===== config.mk =====
export PLATFORM = sky130hd
export DESIGN_NAME = asian_option_payoff_mean_core_flat
export DESIGN_NICKNAME = d
export VERILOG_FILES = /design/src/sv/aopm_pkg.sv /design/src/sv/aopm_if.sv /design/src/sv/aopm_div.sv /design/src/sv/asian_option_payoff_mean_core.sv /design/src/flat_wrapper.sv
export SDC_FILE = /design/constraint.sdc
export NUM_CORES = 2
export LEC_CHECK = 0
export ABC_AREA = 0
export BUFFER_PORTS_ARGS = -buffer_cell sky130_fd_sc_hd__buf_2
export CAP_MARGIN = 20
export CORE_ASPECT_RATIO = 0.75
export CORE_MARGIN = 2
export CORE_UTILIZATION = 35
export CTS_BUF_LIST = sky130_fd_sc_hd__clkbuf_4
export DETAILED_ROUTE_END_ITERATION = 16
export HOLD_SLACK_MARGIN = 0.03
export PLACE_DENSITY = 0.57
export SYNTH_ARGS = -nofsm -noshare
export SYNTH_HDL_FRONTEND = slang
export SYNTH_HIERARCHICAL = 1
export SYNTH_SLANG_ARGS = --single-unit

===== constraint.sdc =====
create_clock -name clk -period 10.3 [get_ports clk]
set_input_delay 2.06 -clock clk [delete_from_list [all_inputs] [get_ports clk]]
set_output_delay 2.06 -clock clk [all_outputs]
set_load 0.005 [all_outputs]

===== src/sv/aopm_pkg.sv =====
`timescale 1ns / 1ps
`default_nettype none
// ----------------------------------------------------------------------------
// aopm_pkg: shared types and constants
// Widths, register indexes, sequencer states and helpers for the Asian option
// payoff mean core and its shared divider.
// ----------------------------------------------------------------------------
package aopm_pkg;

  localparam int PRICE_W    = 32;
  localparam int DISC_W     = 32;
  localparam int PROD_W     = PRICE_W + DISC_W;
  localparam int DISC_SHIFT = 31;
  localparam int PSUM_W     = 48;
  localparam int PCNT_W     = 17;
  localparam int BSUM_W     = 52;
  localparam int BCNT_W     = 21;

  // shared divider sizing: widest dividend and divisor of both uses
  localparam int DIVIDEND_W = BSUM_W;
  localparam int DIVISOR_W  = BCNT_W;
  localparam int DIV_STEPS  = DIVIDEND_W;
  localparam int DIV_CNT_W  = $clog2(DIV_STEPS + 1);

  localparam int CFG_IDX_W  = 2;
  localparam int CFG_DATA_W = 32;

  localparam logic [CFG_IDX_W-1:0] CFG_STRIKE   = 2'd0;
  localparam logic [CFG_IDX_W-1:0] CFG_IS_PUT   = 2'd1;
  localparam logic [CFG_IDX_W-1:0] CFG_DISCOUNT = 2'd2;

  localparam logic [DISC_W-1:0] DISCOUNT_RESET = 32'h8000_0000;

  typedef enum logic [2:0] {
    ST_IDLE,
    ST_MEAN,
    ST_MUL,
    ST_ACC,
    ST_EST,
    ST_EMIT
  } seq_state_t;

  typedef struct packed {
    logic busy;
    logic done;
  } div_stat_t;

  // clamp a quotient to the 32-bit result range
  function automatic logic [PRICE_W-1:0] clamp_price(input logic [DIVIDEND_W-1:0] q);
    logic [PRICE_W-1:0] r;
    if (q[DIVIDEND_W-1:PRICE_W] != '0) begin
      r = '1;
    end else begin
      r = q[PRICE_W-1:0];
    end
    return r;
  endfunction

endpackage
`default_nettype wire


===== src/sv/aopm_if.sv =====
`timescale 1ns / 1ps
`default_nettype none
// ----------------------------------------------------------------------------
// aopm_if: stream channels of the payoff mean core
// Valid/ready channels for price samples in and path results out.
// ----------------------------------------------------------------------------
interface aopm_in_if;
  logic                         valid;
  logic                         ready;
  logic [aopm_pkg::PRICE_W-1:0] price_sample;
  logic                         last_of_path;
  logic                         last_of_batch;

  modport source (output valid, output price_sample, output last_of_path,
                  output last_of_batch, input ready);
  modport sink   (input valid, input price_sample, input last_of_path,
                  input last_of_batch, output ready);
endinterface

interface aopm_out_if;
  logic                         valid;
  logic                         ready;
  logic [aopm_pkg::PRICE_W-1:0] discounted_payoff;
  logic [aopm_pkg::PRICE_W-1:0] price_estimate;
  logic                         batch_done;

  modport source (output valid, output discounted_payoff, output price_estimate,
                  output batch_done, input ready);
  modport sink   (input valid, input discounted_payoff, input price_estimate,
                  input batch_done, output ready);
endinterface
`default_nettype wire


===== src/sv/aopm_div.sv =====
`timescale 1ns / 1ps
`default_nettype none
// ----------------------------------------------------------------------------
// aopm_div: shared restoring divider
// One quotient bit per cycle; used for the path mean and the batch estimate.
// A zero divisor gives a zero quotient.
// ----------------------------------------------------------------------------
module aopm_div (
  input  wire logic                              clk,
  input  wire logic                              rst_n,
  input  wire logic                              start,
  input  wire logic [aopm_pkg::DIVIDEND_W-1:0]   dividend,
  input  wire logic [aopm_pkg::DIVISOR_W-1:0]    divisor,
  output aopm_pkg::div_stat_t                    stat,
  output logic [aopm_pkg::DIVIDEND_W-1:0]        quotient
);
  import aopm_pkg::*;

  logic [DIVIDEND_W-1:0] quo_r, quo_nxt;
  logic [DIVISOR_W-1:0]  rem_r, rem_nxt;
  logic [DIVISOR_W-1:0]  den_r;
  logic                  zero_r;
  logic [DIV_CNT_W-1:0]  cnt_r, cnt_nxt;
  logic                  busy_r, busy_nxt;
  logic                  done_r, done_nxt;
  logic [DIVISOR_W:0]    rem_shift;
  logic                  q_bit;

  always_comb begin
    rem_shift = {rem_r, quo_r[DIVIDEND_W-1]};
    q_bit     = (rem_shift >= {1'b0, den_r});
    quo_nxt   = quo_r;
    rem_nxt   = rem_r;
    cnt_nxt   = cnt_r;
    busy_nxt  = busy_r;
    done_nxt  = 1'b0;
    if (start) begin
      quo_nxt  = dividend;
      rem_nxt  = '0;
      cnt_nxt  = '0;
      busy_nxt = 1'b1;
    end else if (busy_r) begin
      // remainder stays below the divisor, so it fits the divisor width
      rem_nxt = q_bit ? DIVISOR_W'(rem_shift - {1'b0, den_r}) : rem_shift[DIVISOR_W-1:0];
      quo_nxt = {quo_r[DIVIDEND_W-2:0], q_bit};
      cnt_nxt = cnt_r + 1'b1;
      if (cnt_r == DIV_CNT_W'(DIV_STEPS - 1)) begin
        busy_nxt = 1'b0;
        done_nxt = 1'b1;
      end
    end
  end

  always_ff @(posedge clk) begin
    if (!rst_n) begin
      busy_r <= 1'b0;
      done_r <= 1'b0;
      cnt_r  <= '0;
    end else begin
      busy_r <= busy_nxt;
      done_r <= done_nxt;
      cnt_r  <= cnt_nxt;
    end
  end

  always_ff @(posedge clk) begin
    quo_r <= quo_nxt;
    rem_r <= rem_nxt;
    if (start) begin
      den_r  <= divisor;
      zero_r <= (divisor == '0);
    end
  end

  assign stat.busy = busy_r;
  assign stat.done = done_r;
  assign quotient  = zero_r ? '0 : quo_r;

endmodule
`default_nettype wire


===== src/sv/asian_option_payoff_mean_core.sv =====
`timescale 1ns / 1ps
`default_nettype none
// ----------------------------------------------------------------------------
// asian_option_payoff_mean_core: arithmetic-mean Asian option payoff back end
// Accumulates path samples, prices each finished path and averages the batch.
// ----------------------------------------------------------------------------
// A sample that does not end a path leaves the core idle and ready for the
// next sample. A path end runs the shared bit-serial divider for the path
// mean (ST_MEAN), then the 32x32 discount multiply (ST_MUL) and the
// accumulation (ST_ACC); when it also ends the batch, the divider runs again
// for the batch estimate (ST_EST). The output load (ST_EMIT) comes last.
// A result is held in an output register, so further samples are taken while
// it waits; the next path end then waits for the output register to drain.
// Configuration must be written only while idle; the core does not enforce it.
// ----------------------------------------------------------------------------
module asian_option_payoff_mean_core (
  input  wire logic                          clk,
  input  wire logic                          rst_n,
  aopm_in_if.sink                            in_stream,
  aopm_out_if.source                         out_stream,
  input  wire logic                          cfg_we,
  input  wire logic [aopm_pkg::CFG_IDX_W-1:0]  cfg_index,
  input  wire logic [aopm_pkg::CFG_DATA_W-1:0] cfg_wdata
);
  import aopm_pkg::*;

  seq_state_t state_r, state_nxt;

  logic [PRICE_W-1:0] strike_r;
  logic               is_put_r;
  logic [DISC_W-1:0]  discount_r;

  logic [PSUM_W-1:0]  path_sum_r, path_sum_nxt;
  logic [PCNT_W-1:0]  path_cnt_r, path_cnt_nxt;
  logic [BSUM_W-1:0]  pay_sum_r, pay_sum_nxt;
  logic [BCNT_W-1:0]  paths_r, paths_nxt;
  logic               batch_r, batch_nxt;

  logic [PRICE_W-1:0] diff_r, diff_nxt;
  logic [PROD_W-1:0]  prod_r;
  logic [PRICE_W-1:0] payoff_r, payoff_nxt;
  logic [PRICE_W-1:0] est_r, est_nxt;

  logic               out_valid_r, out_valid_nxt;
  logic [PRICE_W-1:0] out_payoff_r;
  logic [PRICE_W-1:0] out_est_r;
  logic               out_batch_r;
  logic               out_load;

  logic               in_xfer;
  logic [PSUM_W:0]    psum_add;
  logic [PSUM_W-1:0]  psum_sat;
  logic [PCNT_W-1:0]  pcnt_sat;
  logic [BSUM_W:0]    bsum_add;
  logic [BSUM_W-1:0]  bsum_sat;
  logic [BCNT_W-1:0]  bcnt_sat;
  logic [PRICE_W-1:0] mean;
  logic [PRICE_W:0]   prod_hi;

  logic                  div_start;
  logic [DIVIDEND_W-1:0] div_dividend;
  logic [DIVISOR_W-1:0]  div_divisor;
  div_stat_t             div_st;
  logic [DIVIDEND_W-1:0] div_quo;

  aopm_div u_div (
    .clk      (clk),
    .rst_n    (rst_n),
    .start    (div_start),
    .dividend (div_dividend),
    .divisor  (div_divisor),
    .stat     (div_st),
    .quotient (div_quo)
  );

  assign in_stream.ready = (state_r == ST_IDLE);
  assign in_xfer         = in_stream.valid && in_stream.ready;

  // saturating accumulators
  always_comb begin
    psum_add = {1'b0, path_sum_r} + {{(PSUM_W + 1 - PRICE_W){1'b0}}, in_stream.price_sample};
    psum_sat = psum_add[PSUM_W] ? '1 : psum_add[PSUM_W-1:0];
    pcnt_sat = (path_cnt_r == '1) ? path_cnt_r : path_cnt_r + 1'b1;
    prod_hi  = prod_r[PROD_W-1:DISC_SHIFT];
    payoff_nxt = prod_hi[PRICE_W] ? '1 : prod_hi[PRICE_W-1:0];
    bsum_add = {1'b0, pay_sum_r} + {{(BSUM_W + 1 - PRICE_W){1'b0}}, payoff_nxt};
    bsum_sat = bsum_add[BSUM_W] ? '1 : bsum_add[BSUM_W-1:0];
    bcnt_sat = (paths_r == '1) ? paths_r : paths_r + 1'b1;
    mean     = clamp_price(div_quo);
  end

  always_comb begin
    state_nxt    = state_r;
    path_sum_nxt = path_sum_r;
    path_cnt_nxt = path_cnt_r;
    pay_sum_nxt  = pay_sum_r;
    paths_nxt    = paths_r;
    batch_nxt    = batch_r;
    diff_nxt     = diff_r;
    est_nxt      = est_r;
    div_start    = 1'b0;
    div_dividend = {{(DIVIDEND_W - PSUM_W){1'b0}}, psum_sat};
    div_divisor  = {{(DIVISOR_W - PCNT_W){1'b0}}, pcnt_sat};
    out_load     = 1'b0;

    unique case (state_r)
      ST_IDLE: begin
        if (in_xfer) begin
          if (in_stream.last_of_path) begin
            // divider latches the updated path totals, so they clear now
            div_start    = 1'b1;
            path_sum_nxt = '0;
            path_cnt_nxt = '0;
            batch_nxt    = in_stream.last_of_batch;
            state_nxt    = ST_MEAN;
          end else begin
            path_sum_nxt = psum_sat;
            path_cnt_nxt = pcnt_sat;
          end
        end
      end
      ST_MEAN: begin
        if (div_st.done) begin
          if (is_put_r) begin
            diff_nxt = (strike_r > mean) ? strike_r - mean : '0;
          end else begin
            diff_nxt = (mean > strike_r) ? mean - strike_r : '0;
          end
          state_nxt = ST_MUL;
        end
      end
      ST_MUL: begin
        state_nxt = ST_ACC;
      end
      ST_ACC: begin
        est_nxt = '0;
        if (batch_r) begin
          div_start    = 1'b1;
          div_dividend = bsum_sat;
          div_divisor  = bcnt_sat;
          pay_sum_nxt  = '0;
          paths_nxt    = '0;
          state_nxt    = ST_EST;
        end else begin
          pay_sum_nxt = bsum_sat;
          paths_nxt   = bcnt_sat;
          state_nxt   = ST_EMIT;
        end
      end
      ST_EST: begin
        if (div_st.done) begin
          est_nxt   = mean;
          state_nxt = ST_EMIT;
        end
      end
      ST_EMIT: begin
        if (!out_valid_r || out_stream.ready) begin
          out_load  = 1'b1;
          state_nxt = ST_IDLE;
        end
      end
      default: state_nxt = ST_IDLE;
    endcase
  end

  always_comb begin
    out_valid_nxt = out_valid_r;
    if (out_load) begin
      out_valid_nxt = 1'b1;
    end else if (out_stream.ready) begin
      out_valid_nxt = 1'b0;
    end
  end

  always_ff @(posedge clk) begin
    if (!rst_n) begin
      state_r     <= ST_IDLE;
      path_sum_r  <= '0;
      path_cnt_r  <= '0;
      pay_sum_r   <= '0;
      paths_r     <= '0;
      batch_r     <= 1'b0;
      out_valid_r <= 1'b0;
    end else begin
      state_r     <= state_nxt;
      path_sum_r  <= path_sum_nxt;
      path_cnt_r  <= path_cnt_nxt;
      pay_sum_r   <= pay_sum_nxt;
      paths_r     <= paths_nxt;
      batch_r     <= batch_nxt;
      out_valid_r <= out_valid_nxt;
    end
  end

  always_ff @(posedge clk) begin
    if (!rst_n) begin
      strike_r   <= '0;
      is_put_r   <= 1'b0;
      discount_r <= DISCOUNT_RESET;
    end else if (cfg_we) begin
      unique case (cfg_index)
        CFG_STRIKE:   strike_r   <= cfg_wdata[PRICE_W-1:0];
        CFG_IS_PUT:   is_put_r   <= cfg_wdata[0];
        CFG_DISCOUNT: discount_r <= cfg_wdata[DISC_W-1:0];
        default: ;
      endcase
    end
  end

  // datapath registers
  always_ff @(posedge clk) begin
    diff_r <= diff_nxt;
    est_r  <= est_nxt;
    prod_r <= diff_r * discount_r;
    if (state_r == ST_ACC) begin
      payoff_r <= payoff_nxt;
    end
    if (out_load) begin
      out_payoff_r <= payoff_r;
      out_est_r    <= est_r;
      out_batch_r  <= batch_r;
    end
  end

  assign out_stream.valid             = out_valid_r;
  assign out_stream.discounted_payoff = out_payoff_r;
  assign out_stream.price_estimate    = out_est_r;
  assign out_stream.batch_done        = out_batch_r;

`ifndef SYNTHESIS
  a_div_start_idle: assert property (@(posedge clk) disable iff (!rst_n)
    div_start |-> !div_st.busy)
    else $error("divider started while busy");

  a_div_done_waited: assert property (@(posedge clk) disable iff (!rst_n)
    div_st.done |-> (state_r == ST_MEAN || state_r == ST_EST))
    else $error("divider finished outside a wait state");

  a_emit_loads: assert property (@(posedge clk) disable iff (!rst_n)
    (state_r == ST_EMIT && !out_valid_r) |=> (out_valid_r && state_r == ST_IDLE))
    else $error("result not loaded into empty output register");

  a_sum_has_count: assert property (@(posedge clk) disable iff (!rst_n)
    (path_sum_r != '0) |-> (path_cnt_r != '0))
    else $error("path sum without samples");
`endif

endmodule
`default_nettype wire

===== src/flat_wrapper.sv =====
// flat-port wrapper written by rule: the top's interface ports become plain ports
module asian_option_payoff_mean_core_flat import aopm_pkg::*;
  (clk, rst_n, cfg_we, cfg_index, cfg_wdata, in_stream_valid, in_stream_price_sample, in_stream_last_of_path, in_stream_last_of_batch, in_stream_ready, out_stream_valid, out_stream_discounted_payoff, out_stream_price_estimate, out_stream_batch_done, out_stream_ready);
  aopm_in_if in_stream_i ();
  aopm_out_if out_stream_i ();
  input  wire logic clk;
  input  wire logic rst_n;
  input  wire logic cfg_we;
  input  wire logic [aopm_pkg::CFG_IDX_W-1:0] cfg_index;
  input  wire logic [aopm_pkg::CFG_DATA_W-1:0] cfg_wdata;
  input wire logic [$bits(in_stream_i.valid)-1:0] in_stream_valid;
  input wire logic [$bits(in_stream_i.price_sample)-1:0] in_stream_price_sample;
  input wire logic [$bits(in_stream_i.last_of_path)-1:0] in_stream_last_of_path;
  input wire logic [$bits(in_stream_i.last_of_batch)-1:0] in_stream_last_of_batch;
  output wire logic [$bits(in_stream_i.ready)-1:0] in_stream_ready;
  output wire logic [$bits(out_stream_i.valid)-1:0] out_stream_valid;
  output wire logic [$bits(out_stream_i.discounted_payoff)-1:0] out_stream_discounted_payoff;
  output wire logic [$bits(out_stream_i.price_estimate)-1:0] out_stream_price_estimate;
  output wire logic [$bits(out_stream_i.batch_done)-1:0] out_stream_batch_done;
  input wire logic [$bits(out_stream_i.ready)-1:0] out_stream_ready;
  assign in_stream_i.valid = in_stream_valid;
  assign in_stream_i.price_sample = in_stream_price_sample;
  assign in_stream_i.last_of_path = in_stream_last_of_path;
  assign in_stream_i.last_of_batch = in_stream_last_of_batch;
  assign in_stream_ready = in_stream_i.ready;
  assign out_stream_valid = out_stream_i.valid;
  assign out_stream_discounted_payoff = out_stream_i.discounted_payoff;
  assign out_stream_price_estimate = out_stream_i.price_estimate;
  assign out_stream_batch_done = out_stream_i.batch_done;
  assign out_stream_i.ready = out_stream_ready;
  asian_option_payoff_mean_core u_core (.clk(clk), .rst_n(rst_n), .in_stream(in_stream_i), .out_stream(out_stream_i), .cfg_we(cfg_we), .cfg_index(cfg_index), .cfg_wdata(cfg_wdata));
endmodule

==> flow_summary_export.csv <==
group,metric,value,unit
drt,ant_nets,0,
power,p_total,7.30,mW
power,p_comb_share,39.7,%
synth,syn-instance-count,6829,
floorplanning,die_w,489,um
timing,drv_slew,0,
drt,wl_per_cell,21.3,um
power,pwr-share-clk,28.0,%
clocking,cts_max_level,4,
drt,routed_wl,199000,um
drt,vias_per_cell,5.22,
power,ir_worst_vdd,98.0,uV
floorplanning,fp.coreArea,0.175,mm2
timing,slew_headroom,22.6,%
placement,pre_cts_slack,1.52,ns
setup_path,regToRegStartpoint,"u_core/diff_r[9]",
setup_path,rr_endpoint,"u_core/prod_r[61]",
setup_path,reg2reg_slack,1.31,ns
synth,yosysWarnings,6,
floorplanning,io_pins,140,
global_routing,track_usage,22.3,%
placement,placed_cells,9056,
clocking,clkTransAtPathRegs,0.07,ns
floorplanning,fp.dieArea,0.179,mm2
timing,final.setup.tns,0,ns
clocking,clock_latency,1.12,ns
setup_path,critPathLaunch,"u_core/diff_r[9]",
setup_path,crit_family,"adder cells",
synth,netlist_area,0.0616,mm2
clocking,cts_tree,"done",
drt,drt_iter0_markers,4505,
power,power.share.sequential,32.2,%
floorplanning,rows,133,
drt,drc_errors,0,
setup_path,endpoint,"u_core/prod_r[61]",
clocking,cts_buffer_depth,3,
global_routing,grt_pass1_wl,305000,um
synth,synth_nets,8214,
global_routing,grtUsageMet1,33.4,%
global_routing,grt_pass1_vias,48969,
clocking,post-cts-setup-buffers,0,
drt,vias,48733,
clocking,post_cts_resized,0,
setup_path,crit_required,11.21,ns
power,p_sw_share,39.6,%
layout,syn2layout_area_growth,8.21,%
clocking,cts_buffers,148,
timing,max_freq,111,MHz
clocking,clock-root-buffer,"clkbuf_4",
floorplanning,die_y,367,um
layout,instances_no_fill,9344,
placement,placed_area,0.0647,mm2
clocking,cts_sinks,505,
global_routing,antenna_found_initial,28,
setup_path,timing.critical_path.mode_cell,"fa_1",
global_routing,use_met3,4.21,%
placement,dpl.hpwl,154000,um
setup_path,critical_path_class,"reg2reg",
timing,worstMarginPinSlew,1.16,ns
power,p_switching,2.89,mW
setup_path,cp_max_fo,17,
layout,drive_gt1_share,9.27,%
setup_path,path_buf_inv,8,
timing,setup_ws,1.31,ns
timing,setup_viol,0,
timing,period_minus_slack,8.99,ns
layout,stdcell_area,0.0667,mm2
run_status,status,"complete, no violations",
floorplanning,initial_utilization,35.2,%
placement,globalplace.congestion,0.946,
setup_path,max_stage_delay,0.91,ns
flow_run,maxCapViolCount,0,
global_routing,busiest_layer,"met1",
layout,fin_nets,8233,
setup_path,cpMaxStageDelayCell,"edfxtp_1",
placement,io_buffers,139,
timing,clock_skew,0.119,ns
setup_path,arrival,9.90,ns
drt,dr.pass1.iters,6,
global_routing,grt_overflow,0,
timing,post-route-period-util,87.3,%
setup_path,end_kind,"register",
power,p_leak,30.3,nW
clocking,hold_buffers,0,
synth,syn-mean-instance-area,9.02,um2
global_routing,grt_max_degree,77,
worst_hold_path,hold_path_class,"reg2reg",
power,powerDensity,110,mW/mm2
timing,rsz0062_at_grt,"false",
timing,hold_viol_final,0,
setup_path,rr_worst_depth,28,
setup_path,start_kind,"register",
global_routing,use_met2,32.5,%
setup_path,path_depth,28,
power,p_int,4.41,mW
==> area by class of cell <==
class | count | area, um2
Fill cell | 17817 | 108000
Multi-Input combinational cell | 4918 | 43900
Sequential cell | 505 | 12500
Inverter | 1023 | 3840
Tap cell | 2362 | 2960
Clock buffer | 213 | 1600
Timing Repair Buffer | 252 | 1550
Clock inverter | 59 | 370
Antenna cell | 12 | 30.0
==> through the flow <==
| stage | hold slack, ns | utilization, % |
|---|---|---|
| after floorplan | 0.400 | - |
| after global placement | 0.404 | 36.9 |
| after detailed placement | 0.405 | 36.9 |
| after CTS | 0.383 | 38.1 |
| after global routing | 0.408 | 38.1 |
| final | 0.389 | 38.1 |
==> how the worst min path moves through the flow <==
stage,from,end,slack [ns],cells past startpoint
floorplan,u_core/payoff_r[0],u_core/out_stream.discounted_payoff[0],0.40,0
global placement,u_core/est_r[8],u_core/out_stream.price_estimate[8],0.40,0
detailed placement,u_core/est_r[1],u_core/out_stream.price_estimate[1],0.40,0
CTS,u_core/est_r[17],u_core/out_stream.price_estimate[17],0.38,0
global route,u_core/est_r[3],u_core/out_stream.price_estimate[3],0.41,0
finish,u_core/payoff_r[12],u_core/out_stream.discounted_payoff[12],0.39,0
==> power groups by stage <==
| stage | registers [mW] | logic, mW | clock network, mW |
|---|---|---|---|
| floorplan | 2.34 | 2.01 | 0 |
| global placement | 2.39 | 2.85 | 0 |
| detailed placement | 2.39 | 2.86 | 0 |
| CTS | 2.35 | 2.89 | 2.11 |
| global route | 2.37 | 3.21 | 2.21 |
| finish | 2.35 | 2.90 | 2.05 |
==> routing by layer <==
layer | part of all wire (%) | vias to the layer above
met2 | 43 | 1998
met5 | 0.012 | -
met1 | 46 | 24395
li1 | - | 22084
met3 | 8.8 | 252
met4 | 2.6 | 4
==> flip-flops by register name, summed over array words and instances, names as in the netlist, 3 cells and up <==
signal                               count
u_core/pay_sum_r                        52
u_core/u_div/quo_r                      52
u_core/path_sum_r                       48
u_core/prod_r                           33
u_core/diff_r                           32
u_core/discount_r                       32
u_core/est_r                            32
u_core/out_stream.discounted_payoff     32
u_core/out_stream.price_estimate        32
u_core/payoff_r                         32
u_core/strike_r                         32
u_core/paths_r                          21
u_core/u_div/den_r                      21
u_core/u_div/rem_r                      21
u_core/path_cnt_r                       17
u_core/u_div/cnt_r                       6
u_core/state_r                           3
==> cell usage in the layout (no fill, tap or decap), types with 20 or more instances in the layout <==
master    instances
buf_4           111
nor3_1           67
xor2_1           79
clkbuf_4        213
buf_2           139
nand3_1          60
ha_1            412
clkinv_1         37
nand4_1          53
nor2b_1          83
xnor2_1          82
a211oi_1         34
nor2_1          342
a21oi_1         385
nand2_1         813
a22oi_1          45
a31oi_1          56
edfxtp_1        235
o21ai_0         195
inv_1          1020
fa_1            900
and3_1           36
o21bai_1         38
mux2_2           56
dfxtp_1         267
a221oi_1         20
mux2i_1          29
a21o_1          126
nand2b_1         24
and2_1          626
or3_1            24
o21a_1           34
or2_2            39
Power figures use the tool's default switching activity.
